File: config.mk
export PLATFORM = sky130hd
export DESIGN_NAME = earliest_deadline_timer_table_core
export DESIGN_NICKNAME = d
export VERILOG_FILES = /design/src/sv/edtt_pkg.sv /design/src/sv/earliest_deadline_timer_table_core.sv
export SDC_FILE = /design/constraint.sdc
export NUM_CORES = 2
export LEC_CHECK = 0
export BUFFER_PORTS_ARGS = -buffer_cell sky130_fd_sc_hd__buf_4
export CAP_MARGIN = 20
export CORE_MARGIN = 3
export CORE_UTILIZATION = 56
export CTS_CLUSTER_SIZE = 28
export DETAILED_ROUTE_END_ITERATION = 10
export GPL_ROUTABILITY_DRIVEN = 0
export PLACE_DENSITY = 0.75
export SLEW_MARGIN = 15
export SYNTH_ARGS = -nofsm -noshare
export SYNTH_HDL_FRONTEND = slang
export SYNTH_SLANG_ARGS = --single-unit
File: constraint.sdc
create_clock -name clk -period 13.9 [get_ports clk]
set_input_delay 3.475 -clock clk [delete_from_list [all_inputs] [get_ports clk]]
set_output_delay 3.475 -clock clk [all_outputs]
set_load 0.01 [all_outputs]
File: src/sv/edtt_pkg.sv
// ----------------------------------------------------------------------------
// edtt_pkg: shared types and codes for the earliest deadline timer table
// Operation and status codes and the sequencer state type.
// ----------------------------------------------------------------------------
package edtt_pkg;

  localparam logic [1:0] OP_ADD    = 2'd0;
  localparam logic [1:0] OP_REMOVE = 2'd1;
  localparam logic [1:0] OP_TICK   = 2'd2;

  localparam logic [1:0] ST_OK       = 2'd0;
  localparam logic [1:0] ST_FULL     = 2'd1;
  localparam logic [1:0] ST_NOTFOUND = 2'd2;

  typedef enum logic [5:0] {
    S_IDLE  = 6'b000001,
    S_SCAN1 = 6'b000010,
    S_ACT   = 6'b000100,
    S_SCAN2 = 6'b001000,
    S_DONE  = 6'b010000,
    S_OUT   = 6'b100000
  } state_t;

endpackage

File: src/sv/earliest_deadline_timer_table_core.sv
// ----------------------------------------------------------------------------
// earliest_deadline_timer_table_core: timer table with earliest-deadline fire
// Holds up to SLOTS timers; add, remove and tick words each give one result.
// ----------------------------------------------------------------------------
// Usage: each word on the in_ channel carries an opcode (add, remove, tick)
// and its operands. The block answers every word with exactly one result word
// on the out_ channel: a status, an id, the fire report and the earliest
// pending deadline with its period.
// One word passes through the first slot scan (S_SCAN1), the action state
// (S_ACT), the second scan for the earliest timer (S_SCAN2) and S_DONE,
// which registers the result and raises out_tvalid. With out_tready high the
// result leaves from S_OUT and the block returns to S_IDLE before it takes
// the next word. The scans step one slot per cycle through a single shared
// compare unit. in_tready is high only while the block is idle.
// Reset clears all slot valid bits, the id and order counters and the scan
// counter; slot contents are left as they are. A result waits in the output
// register while out_tready is low, and the next input word is taken only
// after that result has gone.
// ----------------------------------------------------------------------------
module earliest_deadline_timer_table_core
  import edtt_pkg::*;
#(
  parameter int SLOTS     = 16,
  parameter int TIME_BITS = 48
) (
  input  logic         clk,
  input  logic         rst_n,
  input  logic         in_tvalid,
  output logic         in_tready,
  // opcode[1:0], deadline[49:2], period[97:50], event_tag[113:98],
  // timer_id[145:114], now_ms[193:146], handler_stop[194], zero fill to 200
  input  logic [199:0] in_tdata,
  output logic         out_tvalid,
  input  logic         out_tready,
  // status[1:0], result_id[33:2], fired[34], fired_tag[50:35],
  // next_deadline[98:51], next_period[146:99], queue_empty[147], zero fill
  output logic [151:0] out_tdata
);

  localparam int IW = (SLOTS > 1) ? $clog2(SLOTS) : 1;
  localparam int CW = $clog2(SLOTS + 1);
  localparam logic [TIME_BITS-1:0] TMAX = {TIME_BITS{1'b1}};

  logic [SLOTS-1:0]     valid_r;
  logic [TIME_BITS-1:0] dl_mem [SLOTS];
  logic [TIME_BITS-1:0] per_mem [SLOTS];
  logic [31:0]          id_mem [SLOTS];
  logic [15:0]          tag_mem [SLOTS];
  logic [31:0]          ord_mem [SLOTS];
  logic [31:0]          id_cnt_r, ord_cnt_r;

  state_t state_r;
  logic [CW-1:0] cnt_r;
  logic [1:0]    op_r;
  logic [TIME_BITS-1:0] a_dl_r, a_per_r, now_r;
  logic [15:0]   a_tag_r;
  logic [31:0]   a_id_r;
  logic          stop_r;

  // Scan results
  logic          free_f_r, id_f_r, best_f_r;
  logic [IW-1:0] free_i_r, id_i_r, best_i_r;
  logic [TIME_BITS-1:0] best_dl_r, best_per_r;
  logic [31:0]   best_age_r;

  // Result fields
  logic [1:0]  status_r;
  logic [31:0] rid_r;
  logic        fired_r;
  logic [15:0] ftag_r;

  logic [IW-1:0] si;
  logic [31:0]   age;
  logic          better;
  assign si  = cnt_r[IW-1:0];
  assign age = ord_cnt_r - ord_mem[si];
  assign better = valid_r[si] && (!best_f_r || dl_mem[si] < best_dl_r ||
                  (dl_mem[si] == best_dl_r && age > best_age_r));

  logic [TIME_BITS-1:0] sum_t;
  assign sum_t = now_r + best_per_r;
  logic [31:0] id_inc;
  assign id_inc = (id_cnt_r + 32'd1 == 32'd0) ? 32'd1 : id_cnt_r + 32'd1;

  assign in_tready = (state_r == S_IDLE);

  always_ff @(posedge clk) begin
    if (!rst_n) begin
      state_r    <= S_IDLE;
      valid_r    <= '0;
      id_cnt_r   <= '0;
      ord_cnt_r  <= '0;
      out_tvalid <= 1'b0;
      cnt_r      <= '0;
    end else begin
      unique case (state_r)
        S_IDLE: begin
          if (in_tvalid) begin
            op_r    <= in_tdata[1:0];
            a_dl_r  <= TIME_BITS'(in_tdata[49:2]);
            a_per_r <= TIME_BITS'(in_tdata[97:50]);
            a_tag_r <= in_tdata[113:98];
            a_id_r  <= in_tdata[145:114];
            now_r   <= TIME_BITS'(in_tdata[193:146]);
            stop_r  <= in_tdata[194];
            free_f_r <= 1'b0;
            id_f_r   <= 1'b0;
            best_f_r <= 1'b0;
            status_r <= ST_OK;
            rid_r    <= '0;
            fired_r  <= 1'b0;
            ftag_r   <= '0;
            cnt_r    <= '0;
            state_r  <= S_SCAN1;
          end
        end
        S_SCAN1: begin
          if (!valid_r[si] && !free_f_r) begin
            free_f_r <= 1'b1;
            free_i_r <= si;
          end
          if (valid_r[si] && id_mem[si] == a_id_r && !id_f_r) begin
            id_f_r <= 1'b1;
            id_i_r <= si;
          end
          if (better) begin
            best_f_r   <= 1'b1;
            best_i_r   <= si;
            best_dl_r  <= dl_mem[si];
            best_per_r <= per_mem[si];
            best_age_r <= age;
          end
          if (cnt_r == CW'(SLOTS - 1)) state_r <= S_ACT;
          else cnt_r <= cnt_r + 1'b1;
        end
        S_ACT: begin
          unique case (op_r)
            OP_ADD: begin
              if (!free_f_r) begin
                status_r <= ST_FULL;
              end else begin
                valid_r[free_i_r] <= 1'b1;
                dl_mem[free_i_r]  <= a_dl_r;
                per_mem[free_i_r] <= a_per_r;
                tag_mem[free_i_r] <= a_tag_r;
                id_mem[free_i_r]  <= id_inc;
                ord_mem[free_i_r] <= ord_cnt_r;
                ord_cnt_r <= ord_cnt_r + 32'd1;
                id_cnt_r  <= id_inc;
                rid_r     <= id_inc;
              end
            end
            OP_REMOVE: begin
              if (!id_f_r) status_r <= ST_NOTFOUND;
              else valid_r[id_i_r] <= 1'b0;
            end
            OP_TICK: begin
              if (best_f_r && now_r >= best_dl_r) begin
                fired_r <= 1'b1;
                rid_r   <= id_mem[best_i_r];
                ftag_r  <= tag_mem[best_i_r];
                if (best_per_r != '0 && !stop_r) begin
                  // Saturate on carry out of the time width.
                  dl_mem[best_i_r]  <= (sum_t < now_r) ? TMAX : sum_t;
                  ord_mem[best_i_r] <= ord_cnt_r;
                  ord_cnt_r <= ord_cnt_r + 32'd1;
                end else begin
                  valid_r[best_i_r] <= 1'b0;
                end
              end
            end
            default: ;
          endcase
          best_f_r <= 1'b0;
          cnt_r    <= '0;
          state_r  <= S_SCAN2;
        end
        S_SCAN2: begin
          if (better) begin
            best_f_r   <= 1'b1;
            best_i_r   <= si;
            best_dl_r  <= dl_mem[si];
            best_per_r <= per_mem[si];
            best_age_r <= age;
          end
          if (cnt_r == CW'(SLOTS - 1)) state_r <= S_DONE;
          else cnt_r <= cnt_r + 1'b1;
        end
        S_DONE: begin
          out_tdata <= {4'd0, !best_f_r,
                        best_f_r ? 48'(best_per_r) : 48'd0,
                        best_f_r ? 48'(best_dl_r) : 48'd0,
                        ftag_r, fired_r, rid_r, status_r};
          out_tvalid <= 1'b1;
          state_r    <= S_OUT;
        end
        S_OUT: begin
          if (out_tready) begin
            out_tvalid <= 1'b0;
            state_r    <= S_IDLE;
          end
        end
        default: state_r <= S_IDLE;
      endcase
    end
  end

`ifndef SYNTHESIS
  a_ready_idle: assert property (@(posedge clk) disable iff (!rst_n)
    in_tready |-> !out_tvalid) else $error("input taken while result pending");
  a_out_hold: assert property (@(posedge clk) disable iff (!rst_n)
    out_tvalid && !out_tready |=> out_tvalid && $stable(out_tdata))
    else $error("result changed while stalled");
  a_fire_ok: assert property (@(posedge clk) disable iff (!rst_n)
    out_tvalid |-> !(out_tdata[34] && out_tdata[1:0] != ST_OK))
    else $error("fire with error status");
`endif

endmodule
## Word-level counts from Yosys, hierarchy flattened

Memory sizes are Yosys's and may differ from the RTL's. A register that Yosys moved wholly into a read port is not among the register bits.
Index checks and enable logic that the tools add are counted.

| word-level totals | value |
|---|---|
| RAM bits | 2816 |
| bits in registers | 581 |
| memories | 5 |

Memory list:

| name | words | width | read ports | clocked after memory_dff | write ports | RTL line | source |
|---|---|---|---|---|---|---|---|
| dl_mem | 16 | 48 | 1 | 1 | 1 | earliest_deadline_timer_table_core.sv:45 | `logic [TIME_BITS-1:0] dl_mem [SLOTS];` |
| per_mem | 16 | 48 | 1 | 1 | 1 | earliest_deadline_timer_table_core.sv:46 | `logic [TIME_BITS-1:0] per_mem [SLOTS];` |
| id_mem | 16 | 32 | 2 | 2 | 1 | earliest_deadline_timer_table_core.sv:47 | `logic [31:0] id_mem [SLOTS];` |
| ord_mem | 16 | 32 | 1 | 1 | 1 | earliest_deadline_timer_table_core.sv:49 | `logic [31:0] ord_mem [SLOTS];` |
| tag_mem | 16 | 16 | 1 | 1 | 1 | earliest_deadline_timer_table_core.sv:48 | `logic [15:0] tag_mem [SLOTS];` |

| cells by class | value |
|---|---|
| $add $sub $neg | 5 |
| magnitude comparators | 11 |
| bitwise gates (word level) | 5 |
| muxes and demuxes | 78 |
| reduce and logical (&&, ||, !) cells | 46 |
| equality and inequality tests | 32 |

Operator list:

| operator | number |
|---|---|
| $mux 32 | 8 |
| $pmux 32 s2 | 3 |
| $mux 16 | 7 |
| $lt 48x48->1 | 2 |
| $mux 48 | 2 |
| $add 32x1->32 const B | 2 |
| $add 48x48->48 | 1 |
| $eq 48x48->1 | 1 |
| $ge 48x48->1 | 1 |
| $pmux 16 s3 | 1 |
| $reduce_bool 48->1 | 1 |
| $reduce_or 48->1 | 1 |
| $mux 4 | 10 |
| $pmux 6 s6 | 1 |
| $and 16x16->16 | 2 |
| $eq 32x32->1 | 1 |
| $gt 32x32->1 | 1 |
| $logic_not 32->1 | 1 |
| $not 16->16 | 2 |
| $pmux 16 s2 | 1 |
| $reduce_or 32->1 | 1 |
| $sub 32x32->32 | 1 |
| $ne 2x2->1 const B | 14 |
| $mux 1 | 24 |
| other kinds (38) | 88 |

## Logic depth before layout (Yosys ltp)

| logic depth | value |
|---|---|
| depth after elaboration | 10 |
| mapped depth | 33 |

## Least setup slack after synthesis

Ideal clock, no wire load.

| timing | value |
|---|---|
| path kind | input to register |
| start point | in rst_n |
| end point | mem dl_mem[3][0], enable pin |
| setup time | 0.629 ns |
| arrival | 13.861 ns |
| buffers on the path | 2 |
| path slack | -0.590 ns |
| cell stages on the path | 6 |
| path through | clkbuf_1 clkbuf_1 nand3_1 nor3_1 nand2_1 o21ai_0 |

| on the way | value |
|---|---|
| word-level cells in the longest chain between the ends | 4 |
| elaborated cells between the ends (all ways) | 7 |
| classes of those cells | mux: 6; reduce/logical: 1 |

RTL lines:

| element | RTL line | source |
|---|---|---|
| start: declaration | earliest_deadline_timer_table_core.sv:27 | `input logic rst_n,` |
| $mux 1 | earliest_deadline_timer_table_core.sv:88 | `if (!rst_n) begin` |
| $mux 1 | earliest_deadline_timer_table_core.sv:164 | `dl_mem[best_i_r] <= (sum_t < now_r) ? TMAX : sum_t;` |
| $reduce_or 48->1 (no line) | n/a |  |
| $mux 4 (no line) or $mux 1 (tied branches) | n/a |  |
| end: declaration | earliest_deadline_timer_table_core.sv:45 |  |

Several ways; a longest one is shown, not always the timed one.

==> impl_metrics.json <==
{
  "status": "finished, final reports clean",
  "cts_tree": "built",
  "comb_power_share_pct": 4.1,
  "cts_buffers": 352,
  "grt_max_degree": 155,
  "synth_largest_area_cell": "edfxtp_1",
  "drt_iter0_markers": 9140,
  "post_drt_wl_per_cell_um": 32.1,
  "wl_met1_um": 133000,
  "ys_seq_area_share_pct": 72.4,
  "cp-start-kind": "flip-flop",
  "grt_pass1_vias": 75528,
  "peakVddDrop_v": 0.0000977,
  "p_int_w": 0.0174,
  "worst_pin_slew_ns": 1.18,
  "crit_arrival_ns": 11.04,
  "drv_slew": 0,
  "hold_buffers": 0,
  "wl_met2_um": 176000,
  "post-place-ws_ns": 3.76,
  "power_w": 0.0219,
  "die_h_um": 509,
  "critPathBufInv": 4,
  "antenna_found_initial": 13,
  "cts_max_path_buffers": 4,
  "grt_overflow": 0,
  "clkTransAtPathRegs_ns": 0.06,
  "first_pass_iters": 7,
  "core_um2": 252000,
  "hold_violations": 0,
  "cp_top_family": "compound AO/OA/AOI/OAI gates",
  "end_kind": "flip-flop",
  "ys_async_sr_fraction_pct": 0,
  "p_clk_share_pct": 42.9,
  "relSlewSlack_pct": 21.6,
  "timing.fmax_mhz": 97.8,
  "p_switching_w": 0.00449,
  "synth.avg_cell_area_um2": 20.1,
  "grt_pass1_wl_um": 522000,
  "cap_viol_max_count": 0,
  "dr.max_layer_used": "met5",
  "syn_area_um2": 142000,
  "globalRouteTotalUtil_pct": 27.8,
  "wl_met3_um": 32500,
  "fin_cells": 11181,
  "cts_root_buffer": "clkbuf_16",
  "io_buffers": 348,
  "post_cts_resized": 0,
  "ys.flop_type": "edfxtp_1",
  "synth_top_cells_by_area": "edfxtp_1 (71%), mux4_2 (16%), ha_1 (2.3%)",
  "cp_max_fo": 79,
  "rsz0062_at_grt": "false",
  "p_sw_share_pct": 20.5,
  "hpwl_um": 197000,
  "h-tree-depth": 5,
  "layout.nets": 8028,
  "via_per_inst": 6.63,
  "final_antenna_net_count": 0,
  "clock_skew_ns": 0.101,
  "path_class": "reg2reg",
  "p_leak_nw": 51.6,
  "period_needed_ns": 10.22,
  "yosysUniqueCellTypes": 81,
  "ys_ff_latch": 3453,
  "start_util_pct": 56.4,
  "postCtsSetupBuffers": 0,
  "wl_um": 359000,
  "synth.most_common_cell": "edfxtp_1",
  "powerDensity_nw_per_um2": 137,
  "fin_crit_sh_pct": 73.6,
  "synth_edf_count": 3353,
  "die_width_um": 509,
  "dieArea_um2": 259000,
  "io_pins": 358,
  "clkSinkCount": 3453,
  "hold_class": "reg2reg",
  "num_vias": 74123,
  "setup_viol": 0,
  "cp.required_ns": 14.71,
  "cp_slowest_cell": "dfxtp_4",
  "drc": 0,
  "yosysWarnings": 0,
  "slowest_delay_ns": 0.84,
  "synth_largest_type_area_fraction_pct": 71.0,
  "rows": 184,
  "syn2layout_area_growth_pct": 13.0,
  "p_seq_share_pct": 53.0,
  "ys_top_cells_by_count": "edfxtp_1 (3353), mux4_2 (1019), nor2_1 (286)",
  "netlist_instances": 7071,
  "setup_tns_ns": 0,
  "setup_ws_ns": 3.68,
  "fin_util_pct": 63.7,
  "clk_latency_ns": 0.97,
  "drive_gt1_share_pct": 26.5,
  "dpl.cell_count": 10542
}
logic make-up (layout without fill, tap and decap cells):
family / after synthesis / in the layout / share of synthesized area (%)
flops: 3453 / 3453 / 72.4
mux: 1074 / 1074 / 16.6
simple gates: 979 / 979 / 3.39
compound gates: 570 / 570 / 2.67
buf+inv: 567 / 1318 / 1.62
fa+ha+maj: 262 / 262 / 2.32
xor+xnor: 165 / 165 / 1.02
other cells: 1 / 12 / 0.00264
power groups by stage:
stage	Sequential, W	Clock, W	Combinational, W
after floorplan	0.0118	0	0.000606
after global placement	0.0118	0	0.000846
after detailed placement	0.0118	0	0.000870
after CTS	0.0116	0.00951	0.000878
after global routing	0.0116	0.00993	0.000957
final	0.0116	0.00941	0.000888
layout by cell type (no fill, tap or decap), types with 67 or more instances in the layout:
| cell | instances |
|---|---|
| a21oi_1 | 143 |
| and2_1 | 77 |
| buf_4 | 470 |
| clkbuf_1 | 67 |
| clkbuf_16 | 358 |
| clkinv_1 | 70 |
| dfxtp_1 | 89 |
| edfxtp_1 | 3353 |
| ha_1 | 259 |
| inv_1 | 204 |
| mux4_2 | 1019 |
| nand2_1 | 180 |
| nand3_1 | 81 |
| nand4_1 | 67 |
| nor2_1 | 272 |
| nor3_1 | 78 |
| o21ai_0 | 101 |
| xnor2_1 | 84 |
| xor2_1 | 74 |
layer usage:
layer	global-route usage [%]	up-vias
met5	0	-
met4	11.9	14
met3	5.00	839
met2	44.6	4411
met1	38.2	38652
li1	-	30207
worst paths after layout:
check	startpoint	to	slack [ns]	depth (start not counted)
setup / recovery	flip-flop	flip-flop	3.68	26
hold / removal	rid_r[7]	out_tdata[9]	0.42	0
setup reg to reg	flip-flop	flip-flop	3.68	26
hold reg to reg	rid_r[7]	out_tdata[9]	0.42	0
state kept, by name (all words and copies together) (netlist names), 4 cells and up, named ones only:
signal and flops:
ord_cnt_r 32, best_dl_r 48, cnt_r 5, a_dl_r 48, a_per_r 48, id_mem 512
rid_r 32, per_mem 768, id_cnt_r 32, id_i_r 4, state_r 6, tag_mem 256
best_age_r 32, out_tdata 148, free_i_r 4, best_per_r 48, a_tag_r 16, ord_mem 512
dl_mem 768, best_i_r 4, valid_r 16, now_r 48, ftag_r 16, a_id_r 32
worst register-to-register path, stage by stage (launching register included):
cell and delay [ns]:
dfxtp_4 0.84, buf_12 0.57, mux4_2 0.69, mux4_2 0.51, inv_1 0.10, ha_1 0.27
nor2b_1 0.16, o31ai_1 0.50, a21boi_0 0.34, a21boi_0 0.40, o21ai_0 0.25, a211oi_1 0.51
nand4b_1 0.18, nand2_1 0.06, a21oi_1 0.17, xnor2_1 0.11, ha_1 0.28, nand2_1 0.06
nor3_1 0.32, nand3_1 0.14, a2111oi_0 0.46, nor3_1 0.19, o221ai_1 0.40, and3_4 0.58
buf_4 0.71, buf_4 0.80, mux2_2 0.48
stage by stage:
| stage | cell area, um^2 | hold slack (ns) |
|---|---|---|
| floorplan | 142000 | 0.400 |
| global placement | 149000 | 0.405 |
| detailed placement | 149000 | 0.405 |
| CTS | 160000 | 0.416 |
| global route | 160000 | 0.425 |
| finish | 160000 | 0.416 |
area by class of cell:
cell class / count / area, um^2
antenna: 8 / 20.0
clock buffer: 431 / 9290
clock inverter: 186 / 2080
fill: 16314 / 91300
inverter: 208 / 788
multi-input combinational: 3054 / 37200
sequential: 3453 / 103000
tap: 3348 / 4190
timing repair buffer: 493 / 3970
(Power assumes the default switching activity.)
